$ cat src/sv/kcu_pkg.sv
package kcu_pkg;

  localparam int LED_COUNT_DEF = 8;
  localparam int QDEPTH = 4;
  localparam int QPTR_W = 2;
  localparam int QCNT_W = 3;

  // event opcodes
  localparam logic [1:0] OP_PRESS   = 2'd0;
  localparam logic [1:0] OP_RELEASE = 2'd1;
  localparam logic [1:0] OP_CMD     = 2'd2;

  // command groups, value[7:5]
  localparam logic [2:0] CMD_RPT0   = 3'd0;
  localparam logic [2:0] CMD_RPT1   = 3'd1;
  localparam logic [2:0] CMD_LED    = 3'd2;
  localparam logic [2:0] CMD_LEDRD  = 3'd3;
  localparam logic [2:0] CMD_SWRD   = 3'd4;
  localparam logic [2:0] CMD_REPEAT = 3'd5;
  localparam logic [2:0] CMD_ENABLE = 3'd6;
  localparam logic [2:0] CMD_RESET  = 3'd7;

  localparam logic [7:0] KEY_ENTER = 8'h0d;
  localparam logic [7:0] KEY_SHIFT = 8'h10;
  localparam logic [7:0] KEY_CTRL  = 8'h11;
  localparam logic [7:0] KEY_GRAPH = 8'h12;
  localparam logic [7:0] KEY_F1    = 8'h70;
  localparam logic [7:0] KEY_F4    = 8'h73;
  localparam logic [7:0] SH_ENTER  = 8'h83;
  localparam logic [7:0] SH_F1     = 8'h84;

  localparam logic [7:0] BRK_SHIFT = 8'h86;
  localparam logic [7:0] BRK_CTRL  = 8'h8a;
  localparam logic [7:0] BRK_GRAPH = 8'h8c;
  localparam logic [7:0] LED_BASE  = 8'hc0;
  localparam logic [7:0] SW_BASE   = 8'h80;
  localparam logic [7:0] DIAG_BYTE = 8'h00;

  typedef struct packed {
    logic [1:0] opcode;
    logic [7:0] value;
    logic       shift_held;
    logic       ctrl_held;
    logic       graph_held;
  } in_item_t;

  typedef struct packed {
    logic [7:0] out_byte;
    logic       clear_before;
    logic       last;
  } out_item_t;

  typedef enum logic [1:0] {
    DK_SINGLE,
    DK_LED,
    DK_SW
  } desc_kind_t;

  // work descriptor between front and back
  typedef struct packed {
    desc_kind_t kind;
    logic [7:0] data;
    logic       clr;
  } desc_t;

  function automatic logic [7:0] kcu_rom(input logic [7:0] a);
    logic [7:0] r;
    case (a)
      8'h08: r = 8'h6d; 8'h09: r = 8'h77; 8'h0d: r = 8'h4e;
      8'h10: r = 8'h87; 8'h11: r = 8'h8b; 8'h12: r = 8'h8d; 8'h14: r = 8'h31;
      8'h1b: r = 8'h75;
      8'h20: r = 8'h32; 8'h21: r = 8'h0c; 8'h22: r = 8'h0b; 8'h23: r = 8'h6f;
      8'h24: r = 8'h6e; 8'h25: r = 8'h3d; 8'h26: r = 8'h3c; 8'h27: r = 8'h3e;
      8'h28: r = 8'h3f; 8'h2d: r = 8'h5e; 8'h2e: r = 8'h5f;
      8'h30: r = 8'h69; 8'h31: r = 8'h76; 8'h32: r = 8'h61; 8'h33: r = 8'h62;
      8'h34: r = 8'h63; 8'h35: r = 8'h64; 8'h36: r = 8'h65; 8'h37: r = 8'h66;
      8'h38: r = 8'h67; 8'h39: r = 8'h68;
      8'h41: r = 8'h43; 8'h42: r = 8'h37; 8'h43: r = 8'h35; 8'h44: r = 8'h45;
      8'h45: r = 8'h53; 8'h46: r = 8'h46; 8'h47: r = 8'h47; 8'h48: r = 8'h48;
      8'h49: r = 8'h58; 8'h4a: r = 8'h49; 8'h4b: r = 8'h4a; 8'h4c: r = 8'h4b;
      8'h4d: r = 8'h39; 8'h4e: r = 8'h38; 8'h4f: r = 8'h59;
      8'h50: r = 8'h5a; 8'h51: r = 8'h51; 8'h52: r = 8'h54; 8'h53: r = 8'h44;
      8'h54: r = 8'h55; 8'h55: r = 8'h57; 8'h56: r = 8'h36; 8'h57: r = 8'h52;
      8'h58: r = 8'h34; 8'h59: r = 8'h56; 8'h5a: r = 8'h33;
      8'h60: r = 8'h17; 8'h61: r = 8'h27; 8'h62: r = 8'h26; 8'h63: r = 8'h25;
      8'h64: r = 8'h1b; 8'h65: r = 8'h1a; 8'h66: r = 8'h19; 8'h67: r = 8'h2b;
      8'h68: r = 8'h2a; 8'h69: r = 8'h29; 8'h6a: r = 8'h2d; 8'h6b: r = 8'h18;
      8'h6c: r = 8'h2f; 8'h6d: r = 8'h28; 8'h6e: r = 8'h16; 8'h6f: r = 8'h2e;
      8'h70: r = 8'h73; 8'h71: r = 8'h72; 8'h72: r = 8'h71; 8'h73: r = 8'h01;
      8'h74: r = 8'h02; 8'h75: r = 8'h03; 8'h76: r = 8'h04; 8'h77: r = 8'h05;
      8'h78: r = 8'h06; 8'h79: r = 8'h07; 8'h7a: r = 8'h09; 8'h7b: r = 8'h0a;
      8'h83: r = 8'h11; 8'h84: r = 8'h0f; 8'h85: r = 8'h1f; 8'h86: r = 8'h1e;
      8'h87: r = 8'h1d;
      8'hba: r = 8'h4d; 8'hbb: r = 8'h4c; 8'hbc: r = 8'h3a; 8'hbd: r = 8'h6a;
      8'hbe: r = 8'h3b; 8'hbf: r = 8'h4f;
      8'hc0: r = 8'h5b;
      8'hdb: r = 8'h5c; 8'hdc: r = 8'h6c; 8'hdd: r = 8'h5d; 8'hde: r = 8'h6b;
      default: r = 8'h00;
    endcase
    return r;
  endfunction

endpackage

$ cat src/sv/kcu_front.sv
module kcu_front #(
  parameter int LED_COUNT = 8
) (
  input  logic             clk,
  input  logic             rst,
  input  logic             accept,
  input  kcu_pkg::in_item_t item,
  output logic             q_push,
  output kcu_pkg::desc_t   q_data
);
  import kcu_pkg::*;

  logic [LED_COUNT-1:0] led_bits, led_bits_next;
  logic                 keys_enabled, keys_enabled_next;
  logic                 repeat_on, repeat_on_next;
  logic [7:0]           code;
  logic [7:0]           rom_code;

  // shift remap ahead of the rom
  always_comb begin
    code = item.value;
    if (item.shift_held) begin
      if (item.value == KEY_ENTER) begin
        code = SH_ENTER;
      end else if (item.value >= KEY_F1 && item.value <= KEY_F4) begin
        code = SH_F1 + (item.value - KEY_F1);
      end
    end
    rom_code = kcu_rom(code);
  end

  always_comb begin
    led_bits_next     = led_bits;
    keys_enabled_next = keys_enabled;
    repeat_on_next    = repeat_on;
    q_push            = 1'b0;
    q_data.kind       = DK_SINGLE;
    q_data.data       = rom_code;
    q_data.clr        = 1'b0;
    if (accept) begin
      unique case (item.opcode)
        OP_PRESS: begin
          q_push = keys_enabled && (rom_code != 8'h00);
        end
        OP_RELEASE: begin
          if (keys_enabled) begin
            case (item.value)
              KEY_SHIFT: begin q_push = 1'b1; q_data.data = BRK_SHIFT; end
              KEY_CTRL:  begin q_push = 1'b1; q_data.data = BRK_CTRL;  end
              KEY_GRAPH: begin q_push = 1'b1; q_data.data = BRK_GRAPH; end
              default: ;
            endcase
          end
        end
        OP_CMD: begin
          unique case (item.value[7:5])
            CMD_REPEAT: repeat_on_next = item.value[0];
            CMD_LED: begin
              for (int j = 0; j < LED_COUNT; j++) begin
                if (item.value[3:1] == 3'(j)) led_bits_next[j] = item.value[0];
              end
            end
            CMD_LEDRD: begin
              q_push      = 1'b1;
              q_data.kind = DK_LED;
              q_data.data = 8'(led_bits);
            end
            CMD_SWRD: begin
              q_push      = 1'b1;
              q_data.kind = DK_SW;
              q_data.data = {5'd0, item.shift_held, item.ctrl_held, item.graph_held};
            end
            CMD_ENABLE: keys_enabled_next = item.value[0];
            CMD_RESET: begin
              led_bits_next     = '0;
              keys_enabled_next = 1'b1;
              repeat_on_next    = 1'b1;
              q_push            = !item.value[0];
              q_data.data       = DIAG_BYTE;
              q_data.clr        = 1'b1;
            end
            CMD_RPT0, CMD_RPT1: ;
            default: ;
          endcase
        end
        default: ;
      endcase
    end
  end

  always_ff @(posedge clk) begin
    if (rst) begin
      led_bits     <= '0;
      keys_enabled <= 1'b1;
      repeat_on    <= 1'b1;
    end else begin
      led_bits     <= led_bits_next;
      keys_enabled <= keys_enabled_next;
      repeat_on    <= repeat_on_next;
    end
  end

endmodule

$ cat src/sv/kcu_queue.sv
module kcu_queue (
  input  logic           clk,
  input  logic           rst,
  input  logic           push,
  input  kcu_pkg::desc_t push_data,
  input  logic           pop,
  output logic           full,
  output logic           empty,
  output kcu_pkg::desc_t head
);
  import kcu_pkg::*;

  desc_t              entries [QDEPTH];
  logic [QPTR_W-1:0]  wptr, rptr;
  logic [QCNT_W-1:0]  count;
  logic               do_push, do_pop;

  assign full    = (count == QCNT_W'(QDEPTH));
  assign empty   = (count == '0);
  assign head    = entries[rptr];
  assign do_push = push && !full;
  assign do_pop  = pop && !empty;

  always_ff @(posedge clk) begin
    if (do_push) begin
      entries[wptr] <= push_data;
    end
  end

  always_ff @(posedge clk) begin
    if (rst) begin
      wptr  <= '0;
      rptr  <= '0;
      count <= '0;
    end else begin
      if (do_push) wptr <= wptr + 1'b1;
      if (do_pop)  rptr <= rptr + 1'b1;
      count <= count + QCNT_W'(do_push) - QCNT_W'(do_pop);
    end
  end

endmodule

$ cat src/sv/kcu_back.sv
module kcu_back (
  input  logic              clk,
  input  logic              rst,
  input  logic              q_empty,
  input  kcu_pkg::desc_t    q_head,
  output logic              q_pop,
  input  logic              pop,
  output logic              empty,
  output kcu_pkg::out_item_t result
);
  import kcu_pkg::*;

  logic [2:0] cnt;
  logic       out_valid;
  logic       load;
  out_item_t  nxt;
  logic       sw_bit;

  // switch burst carries shift, ctrl, graph in bytes three, five and six
  always_comb begin
    case (cnt)
      3'd3:    sw_bit = q_head.data[2];
      3'd5:    sw_bit = q_head.data[1];
      3'd6:    sw_bit = q_head.data[0];
      default: sw_bit = 1'b0;
    endcase
  end

  always_comb begin
    unique case (q_head.kind)
      DK_LED: begin
        nxt.out_byte     = LED_BASE | {4'd0, cnt, q_head.data[cnt]};
        nxt.clear_before = (cnt == 3'd0);
        nxt.last         = (cnt == 3'd7);
      end
      DK_SW: begin
        nxt.out_byte     = SW_BASE | {4'd0, cnt, sw_bit};
        nxt.clear_before = (cnt == 3'd0);
        nxt.last         = (cnt == 3'd7);
      end
      default: begin
        nxt.out_byte     = q_head.data;
        nxt.clear_before = q_head.clr;
        nxt.last         = 1'b1;
      end
    endcase
  end

  assign empty = !out_valid;
  assign load  = !q_empty && (!out_valid || pop);
  assign q_pop = load && nxt.last;

  always_ff @(posedge clk) begin
    if (load) begin
      result <= nxt;
    end
  end

  always_ff @(posedge clk) begin
    if (rst) begin
      out_valid <= 1'b0;
      cnt       <= '0;
    end else begin
      if (load) begin
        out_valid <= 1'b1;
        cnt       <= nxt.last ? 3'd0 : cnt + 3'd1;
      end else if (pop) begin
        out_valid <= 1'b0;
      end
    end
  end

endmodule

$ cat src/sv/keyboard_controller_command_unit_core.sv
// an accepted event's result reaches the result ports through the descriptor queue and then the output register
// throughput: one event per cycle while the queue has room; single-byte results drain one per cycle
// while pop is held, and a status-read burst occupies the back end for eight bytes, one per pop
// a four-entry descriptor queue lets events keep arriving during a burst
// reset (rst, synchronous): leds off, keyboard and repeat enabled, queue and output register empty
module keyboard_controller_command_unit_core #(
  parameter int LED_COUNT = kcu_pkg::LED_COUNT_DEF
) (
  input  logic               clk,
  input  logic               rst,
  input  logic               push,
  output logic               full,
  input  kcu_pkg::in_item_t  item,
  input  logic               pop,
  output logic               empty,
  output kcu_pkg::out_item_t result
);
  import kcu_pkg::*;

  // front side: decode, state update, descriptor out
  logic  accept;
  logic  f_push;
  desc_t f_data;

  // queue to back side
  logic  q_empty;
  logic  q_pop;
  desc_t q_head;

  // a transaction is taken whenever the descriptor queue has room
  assign accept = push && !full;

  kcu_front #(
    .LED_COUNT(LED_COUNT)
  ) u_front (
    .clk    (clk),
    .rst    (rst),
    .accept (accept),
    .item   (item),
    .q_push (f_push),
    .q_data (f_data)
  );

  // short queue so event intake goes on during a back-end burst until it is full
  kcu_queue u_queue (
    .clk       (clk),
    .rst       (rst),
    .push      (f_push),
    .push_data (f_data),
    .pop       (q_pop),
    .full      (full),
    .empty     (q_empty),
    .head      (q_head)
  );

  // back side: expands each descriptor into its bytes into the output register
  kcu_back u_back (
    .clk     (clk),
    .rst     (rst),
    .q_empty (q_empty),
    .q_head  (q_head),
    .q_pop   (q_pop),
    .pop     (pop),
    .empty   (empty),
    .result  (result)
  );

endmodule

$ cat config.mk
export PLATFORM = sky130hd
export DESIGN_NAME = keyboard_controller_command_unit_core
export DESIGN_NICKNAME = d
export VERILOG_FILES = /design/src/sv/kcu_pkg.sv /design/src/sv/kcu_front.sv /design/src/sv/kcu_queue.sv /design/src/sv/kcu_back.sv /design/src/sv/keyboard_controller_command_unit_core.sv
export SDC_FILE = /design/constraint.sdc
export NUM_CORES = 1
export LEC_CHECK = 0
export ABC_AREA = 1
export ABC_CLOCK_PERIOD_IN_PS = 6700
export BUFFER_PORTS_ARGS = -buffer_cell sky130_fd_sc_hd__buf_4
export CAP_MARGIN = 15
export CORE_MARGIN = 2
export CORE_UTILIZATION = 50
export CTS_BUF_LIST = sky130_fd_sc_hd__clkbuf_4 sky130_fd_sc_hd__clkbuf_8
export CTS_CLUSTER_DIAMETER = 80
export DETAILED_ROUTE_END_ITERATION = 10
export HOLD_SLACK_MARGIN = 0.02
export PLACE_DENSITY = 0.63
export RECOVER_POWER = 25
export SYNTH_ARGS = -nofsm -noshare
export SYNTH_HDL_FRONTEND = slang
export SYNTH_SLANG_ARGS = --single-unit
$ cat constraint.sdc
create_clock -name clk -period 6.7 [get_ports clk]
set_clock_uncertainty 0.1 [all_clocks]
set_input_delay 1.34 -clock clk [delete_from_list [all_inputs] [get_ports clk]]
set_output_delay 1.34 -clock clk [all_outputs]
set_load 0.03 [all_outputs]
==> flow_summary.json, run 1 <==
{
  "outcome": "finished, final reports clean",
  "cts_tree": "done",
  "critical_path_peak_fanout": 11,
  "total_power_w": 0.00165,
  "detail-route-antenna-nets": 0,
  "synthesis.nets": 838,
  "pwr-share-seq_pct": 37.6,
  "seqCellArea_sq_mm": 0.00206,
  "portion_of_synthesized_cell_area_occupied_by_the_leading_cell_type_pct": 28.7,
  "detail_route.first_pass.iterations": 6,
  "routed_wirelength_um": 16200,
  "design.core.area_sq_mm": 0.0109,
  "clk_transition_reported_paths_ns": 0.08,
  "route.detailed.drc": 0,
  "synth-edff-count": 54,
  "detailedRoute.firstIterationViolations": 645,
  "max_clock_freq_ghz": 0.188,
  "initial_core_util_pct": 51.6,
  "most_area_consuming_cells_after_synthesis": "sky130_fd_sc_hd__edfxtp_1 (29%), sky130_fd_sc_hd__nand2_1 (15%), sky130_fd_sc_hd__dfxtp_1 (7.8%), sky130_fd_sc_hd__ha_1 (7.1%), sky130_fd_sc_hd__nand3_1 (6.8%)",
  "post_synth_xor_area_fraction_pct": 0.155,
  "final.period_utilization_pct": 79.3,
  "slew-limit-headroom_pct": 49.6,
  "gp_routability_congestion": 1.03,
  "synth_top_flop_cell": "sky130_fd_sc_hd__edfxtp_1",
  "cp_data_required_time_ns": 6.91,
  "post_synth_inst_count": 788,
  "synth_to_layout_area_growth_pct": 8.27,
  "avg_wl_per_cell_um": 17.0,
  "hpwlAfterDp_um": 12300,
  "synthMostInstantiatedCell": "sky130_fd_sc_hd__nand2_1",
  "synth_fa_ha_area_share_pct": 7.45,
  "area_of_the_multi_input_gates_sq_mm": 0.00308,
  "dp.cells": 938,
  "drt-vias-per-instance": 5.74,
  "synth_compound_area_share_pct": 14.8,
  "grt_antenna_before_repair": 0,
  "die_height_um": 110,
  "power.clock.fraction_pct": 23.8,
  "synth_seq_cells": 76,
  "ys_async_sr_fraction_pct": 0,
  "net-switching-power_w": 0.000657,
  "layout-drive-gt1-share_pct": 7.99,
  "finalMaxSlewViolations": 0,
  "finalHoldViolations": 0,
  "worstSetupStartpointType": "primary input",
  "clk_latency_ns": 0.37,
  "setup_total_negative_slack_ns": 0,
  "grt_pass1_vias": 5066,
  "diodes_inserted": 0,
  "number_of_max_cap_violations": 0,
  "power.combinational.fraction_pct": 38.5,
  "cts_setup_buffers": 0,
  "clock_sinks": 76,
  "timing_worst_slew_pin_value_ns": 0.754,
  "num_vias": 5476,
  "grt_start_max_net_pins": 36,
  "final_nets": 859,
  "final_period_minus_worst_setup_slack_ns": 5.31,
  "critical_path_class": "in2reg",
  "synth_warnings": 0,
  "hold_path_class": "reg2reg",
  "sw_frac_of_total_pct": 39.9,
  "global_route_wire_length_before_repair_um": 25700,
  "post_synth_most_frequent_cells": "sky130_fd_sc_hd__nand2_1 (224), sky130_fd_sc_hd__nor2_1 (86), sky130_fd_sc_hd__inv_1 (85)",
  "power.density_mw_per_mm2": 269,
  "overflow": 0,
  "main_combinational_cell_family_by_area_after_synthesis": "simple AND/OR/NAND/NOR gates",
  "p_int_w": 0.000988,
  "io_buffer_count": 28,
  "final_cells": 954,
  "nFillCells": 1071,
  "hold_buffers": 0,
  "die-width_um": 110,
  "cts_buffer_depth": 2,
  "synth.avg_cell_area_sq_um": 7.16,
  "cts_htree_levels": 3,
  "yosys.area.top_type": "sky130_fd_sc_hd__edfxtp_1",
  "p_leak_nw": 2.77,
  "synth_mux_area_share_pct": 0,
  "clk_root_buffer_cell": "sky130_fd_sc_hd__clkbuf_8",
  "final-setup-viol-count": 0,
  "cp.arrival_ns": 5.52,
  "synth_sequential_area_ratio_pct": 36.5,
  "rows": 38,
  "ys_types": 44,
  "cts.repair.resized": 0,
  "design.die.area_sq_mm": 0.0121,
  "cts_inserted_buffers": 9,
  "i_o_pin_count": 29,
  "endpoint_kind": "flip-flop",
  "core_utilization_of_the_finished_layout_pct": 55.9,
  "syn-cell-area_sq_mm": 0.00564,
  "synth-simple-area-share_pct": 32.2,
  "grt_setup_unrepaired": "false",
  "global_route.usage.total_pct": 27.9,
  "vdd_drop_max_uv": 246
}
## layer usage
metal	vias up	global-route usage (%)	routed length (um)
li1	2681	-	-
met1	2523	35.0	6880
met2	229	47.2	7810
met3	43	5.29	1010
met4	0	11.7	521
met5	-	0	0
## final cells by class
class / instances / area share (%)
clock buffers: 9 / 2.03
multi-input cells: 594 / 50.4
clock inverters: 7 / 1.62
well taps: 140 / 2.87
inverters: 90 / 5.53
repair buffers: 38 / 3.81
flip-flops and latches: 76 / 33.8
## layout by cell type, fill, tap and decap left out, types with 3 or more instances in the layout
cell type | netlist | layout
sky130_fd_sc_hd__nand2_4 | 5 | 5
sky130_fd_sc_hd__o211ai_1 | 4 | 4
sky130_fd_sc_hd__o21ai_0 | 40 | 40
sky130_fd_sc_hd__inv_1 | 85 | 86
sky130_fd_sc_hd__dfxtp_1 | 22 | 22
sky130_fd_sc_hd__a21oi_1 | 52 | 52
sky130_fd_sc_hd__nor2_1 | 86 | 86
sky130_fd_sc_hd__nand2_2 | 5 | 5
sky130_fd_sc_hd__a31oi_1 | 4 | 4
sky130_fd_sc_hd__nand3_1 | 77 | 77
sky130_fd_sc_hd__buf_4 | 4 | 23
sky130_fd_sc_hd__nor3_1 | 6 | 6
sky130_fd_sc_hd__clkbuf_8 | 0 | 9
sky130_fd_sc_hd__a311oi_1 | 8 | 8
sky130_fd_sc_hd__nand2_1 | 224 | 224
sky130_fd_sc_hd__a32o_1 | 10 | 10
sky130_fd_sc_hd__ha_1 | 32 | 32
sky130_fd_sc_hd__nor2_4 | 3 | 3
sky130_fd_sc_hd__nor2_2 | 5 | 5
sky130_fd_sc_hd__o21ai_1 | 4 | 4
sky130_fd_sc_hd__nand4_1 | 5 | 5
sky130_fd_sc_hd__clkbuf_1 | 13 | 14
sky130_fd_sc_hd__edfxtp_1 | 54 | 54
sky130_fd_sc_hd__nand3_2 | 3 | 3
## cell families after synthesis
logic type                 Yosys count
buffers and inverters              118
DFF                                 76
xor gates and xnor gates             1
and+or+nand+nor                    422
AOI/OAI and AO/OA                  138
adders and majority gates           33
## worst max-delay path, stage by stage
cell and delay [ns]:
sky130_fd_sc_hd__clkbuf_1 0.18, sky130_fd_sc_hd__inv_1 0.18, sky130_fd_sc_hd__nand2_2 0.09, sky130_fd_sc_hd__nor2_1 0.14
sky130_fd_sc_hd__nand3_2 0.27, sky130_fd_sc_hd__nand2_1 0.37, sky130_fd_sc_hd__inv_1 0.15, sky130_fd_sc_hd__ha_1 0.35
sky130_fd_sc_hd__ha_1 0.30, sky130_fd_sc_hd__nand3_1 0.17, sky130_fd_sc_hd__nand2_1 0.11, sky130_fd_sc_hd__nand3_1 0.10
sky130_fd_sc_hd__nand2_1 0.05, sky130_fd_sc_hd__nand2_1 0.08, sky130_fd_sc_hd__nor2_1 0.05, sky130_fd_sc_hd__a21oi_1 0.24
sky130_fd_sc_hd__nand2_1 0.10, sky130_fd_sc_hd__nor2_1 0.09, sky130_fd_sc_hd__nand2_1 0.06, sky130_fd_sc_hd__nand2_1 0.07
sky130_fd_sc_hd__nand2_2 0.06, sky130_fd_sc_hd__nand2_4 0.10, sky130_fd_sc_hd__inv_1 0.05, sky130_fd_sc_hd__ha_1 0.19
sky130_fd_sc_hd__fa_1 0.36, sky130_fd_sc_hd__inv_1 0.07, sky130_fd_sc_hd__o21ai_0 0.08, sky130_fd_sc_hd__a21oi_1 0.12
## worst paths after layout
check,start,to,slack [ns],cells past startpoint
setup / recovery,item[10],u_queue.count[2],1.39,28
hold / removal,u_queue.rptr[1],u_queue.rptr[1],0.38,2
setup reg to reg,flip-flop,u_queue.count[2],3.13,17
hold reg to reg,u_queue.rptr[1],u_queue.rptr[1],0.38,2
## power by group through the flow
stage	combinational (W)	sequential, W	clock [W]
floorplan	0.000413	0.000690	0
CTS	0.000667	0.000620	0.000400
global route	0.000719	0.000630	0.000420
finish	0.000634	0.000619	0.000392
detailed placement	0.000664	0.000630	0
global placement	0.000653	0.000629	0
## sequential cells by signal (all words and copies together) (netlist names), named ones only
signal	cells
u_queue.wptr	2
u_back.result	10
u_queue.count	3
u_back.cnt	3
u_back.out_valid	1
u_queue.rptr	2
u_queue.entries	44
u_front.keys_enabled	1
u_front.led_bits	8
## metrics by stage
stage / worst slack, ns / hold slack [ns] / cell area (sq um)
floorplan: 1.97 / 0.336 / 5640
global placement: 1.28 / 0.350 / 5940
detailed placement: 1.17 / 0.375 / 5940
CTS: 1.55 / 0.389 / 6160
global route: 1.09 / 0.420 / 6110
finish: 1.39 / 0.384 / 6110
(Power assumes the default switching activity.)
==> run 2: changes to the inputs <==
--- a/config.mk
+++ b/config.mk
@@ -6,7 +6,7 @@
 export NUM_CORES = 1
 export LEC_CHECK = 0
 export ABC_AREA = 1
-export ABC_CLOCK_PERIOD_IN_PS = 6700
+export ABC_CLOCK_PERIOD_IN_PS = 5100
 export BUFFER_PORTS_ARGS = -buffer_cell sky130_fd_sc_hd__buf_4
 export CAP_MARGIN = 15
 export CORE_MARGIN = 2
==> constraint.sdc (replaced) <==
create_clock -name clk -period 5.1 [get_ports clk]
set_clock_uncertainty 0.1 [all_clocks]
set_input_delay 1.02 -clock clk [delete_from_list [all_inputs] [get_ports clk]]
set_output_delay 1.02 -clock clk [all_outputs]
set_load 0.03 [all_outputs]
==> flow_summary.json, run 2 (same netlist as run 1, synthesis figures left out) <==
{
  "outcome": "finished, final reports clean",
  "pwr-share-seq_pct": 38.2,
  "slew-limit-headroom_pct": 46.4,
  "hold_buffers": 0,
  "clk_latency_ns": 0.35,
  "layout-drive-gt1-share_pct": 10.3,
  "hold_ws_ns": 0.370,
  "global_route.usage.total_pct": 28.5,
  "maxUsedRoutingLayer": "met4",
  "clk_root_buffer_cell": "sky130_fd_sc_hd__clkbuf_8",
  "cts_tree": "done",
  "p_int_w": 0.00126,
  "global_route_wire_length_before_repair_um": 26400,
  "num_vias": 5639,
  "net-switching-power_w": 0.000867,
  "initial_core_util_pct": 51.6,
  "grt_pass1_vias": 5244,
  "detail_route.first_pass.iterations": 6,
  "most_common_library_cell_in_the_layout_ignoring_fill_and_taps": "sky130_fd_sc_hd__nand2_1",
  "cts_buffer_depth": 2,
  "io_buffer_count": 28,
  "hold_path_class": "reg2reg",
  "core_utilization_of_the_finished_layout_pct": 57.1,
  "endpoint_kind": "flip-flop",
  "detailedRoute.firstIterationViolations": 552,
  "avg_wl_per_cell_um": 17.1,
  "cts_htree_levels": 3,
  "rows": 38,
  "routed_wirelength_um": 16600,
  "grt_antenna_before_repair": 0,
  "power.clock.fraction_pct": 21.7,
  "sw_frac_of_total_pct": 40.7,
  "final_period_minus_worst_setup_slack_ns": 4.61,
  "total_power_w": 0.00213,
  "worstSetupStartpointType": "primary input",
  "timing_worst_slew_pin_value_ns": 0.802,
  "grt_start_max_net_pins": 31,
  "highest_count_cells_in_the_layout_ignoring_fill_and_taps": "sky130_fd_sc_hd__nand2_1 (224), sky130_fd_sc_hd__inv_1 (86), sky130_fd_sc_hd__nor2_1 (85)",
  "cts_inserted_buffers": 9,
  "diodes_inserted": 0,
  "hpwlAfterDp_um": 12700,
  "clock_sinks": 76,
  "met2RoutedLength_um": 7810,
  "critical_path_peak_fanout": 15,
  "max_clock_freq_ghz": 0.217,
  "detail-route-antenna-nets": 0,
  "critical_path_class": "in2reg",
  "i_o_pin_count": 29,
  "finalHoldViolations": 0,
  "critical_path.max_stage_delay_ns": 0.35,
  "grt_setup_unrepaired": "false",
  "postLayoutCellArea_sq_mm": 0.00624,
  "largest_reg_flops": 44,
  "die_height_um": 110,
  "nFillCells": 1105,
  "design.core.area_sq_mm": 0.0109,
  "route.detailed.drc": 0,
  "cp.arrival_ns": 4.77,
  "design.die.area_sq_mm": 0.0121,
  "worst_path_most_repeated_cell": "sky130_fd_sc_hd__nand2_1",
  "met3_length_um": 1160,
  "finalMaxSlewViolations": 0,
  "die-width_um": 110,
  "placed_area_sq_mm": 0.00606,
  "largestRegisters": "u_queue.entries: 44 flops, u_back.result: 10 flops, u_front.led_bits: 8 flops",
  "number_of_max_cap_violations": 0,
  "vdd_drop_max_uv": 238,
  "final.period_utilization_pct": 90.3,
  "final_nets": 879,
  "cp_data_required_time_ns": 5.27,
  "power.combinational.fraction_pct": 40.1,
  "synth_to_layout_area_growth_pct": 10.6,
  "clk_transition_reported_paths_ns": 0.08,
  "p_leak_nw": 2.85,
  "final-setup-viol-count": 0,
  "power.density_mw_per_mm2": 341,
  "overflow": 0,
  "top_register": "u_queue.entries",
  "gp_routability_congestion": 0.960,
  "drt-vias-per-instance": 5.79,
  "met1Wirelength_um": 6990,
  "timing.critical_path.slowest_stage_cell": "sky130_fd_sc_hd__fa_1"
}
## run 2: cell count changes in the layout (fill, tap and decap cells not counted), sizes merged
cell	delta
clkinv	+1
inv	-1
bufinv	-1
clkbuf	+1
buf	+20
## run 2: final timing paths
| check | start | to | slack (ns) | depth (start not counted) |
|---|---|---|---|---|
| max | item[5] | u_queue.count[2] | 0.49 | 29 |
| min | u_queue.rptr[1] | flip-flop | 0.37 | 2 |
| max reg2reg | flip-flop | u_queue.count[2] | 1.67 | 15 |
| min reg2reg | u_queue.rptr[1] | flip-flop | 0.37 | 2 |
## run 2: what timing repair did
item / 4_1_cts / 5_1_grt
endpoints found under the setup margin: 0 / 1
setup buffers: 0 / 4
resized for setup: 0 / 1
## run 2: critical path, delay by kind of cell
kind / cells / cell delay [ns]
adders and majority gates: 4 / 0.99
buffers and inverters: 5 / 0.62
AOI/OAI and AO/OA: 3 / 0.32
and+or+nand+nor: 17 / 1.81
## run 2: through the flow
step	std cells	setup slack (ns)	TNS (ns)
6_report	974	0.494	0
5_1_grt	974	0.0117	0
4_1_cts	970	0.302	0
3_5_place_dp	954	-0.0677	-0.0677
3_3_place_gp	954	0.101	0
2_1_floorplan	788	0.693	0
## run 2: area by class of cell
class | instances | area [sq um] | area share (%)
clock buffer | 10 | 131 | 2.10
clock inverter | 6 | 72.6 | 1.16
inverter | 90 | 338 | 5.41
multi-input combinational | 594 | 3080 | 49.3
sequential | 76 | 2060 | 33.0
tap | 140 | 175 | 2.81
timing repair buffer | 58 | 383 | 6.13
## run 2: per-layer routing
metal / track usage, % / vias to the layer above
met1: 36.3 / 2598
met4: 14.0 / 0
li1: - / 2725
met3: 4.64 / 61
met2: 47.0 / 255
met5: 0 / -
## run 2: power groups by stage
stage | Clock (W) | Combinational (W) | Sequential (W)
2_1_floorplan | 0 | 0.000542 | 0.000907
3_3_place_gp | 0 | 0.000873 | 0.000827
3_5_place_dp | 0 | 0.000887 | 0.000829
4_1_cts | 0.000472 | 0.000890 | 0.000816
5_1_grt | 0.000500 | 0.000958 | 0.000826
6_report | 0.000463 | 0.000854 | 0.000814
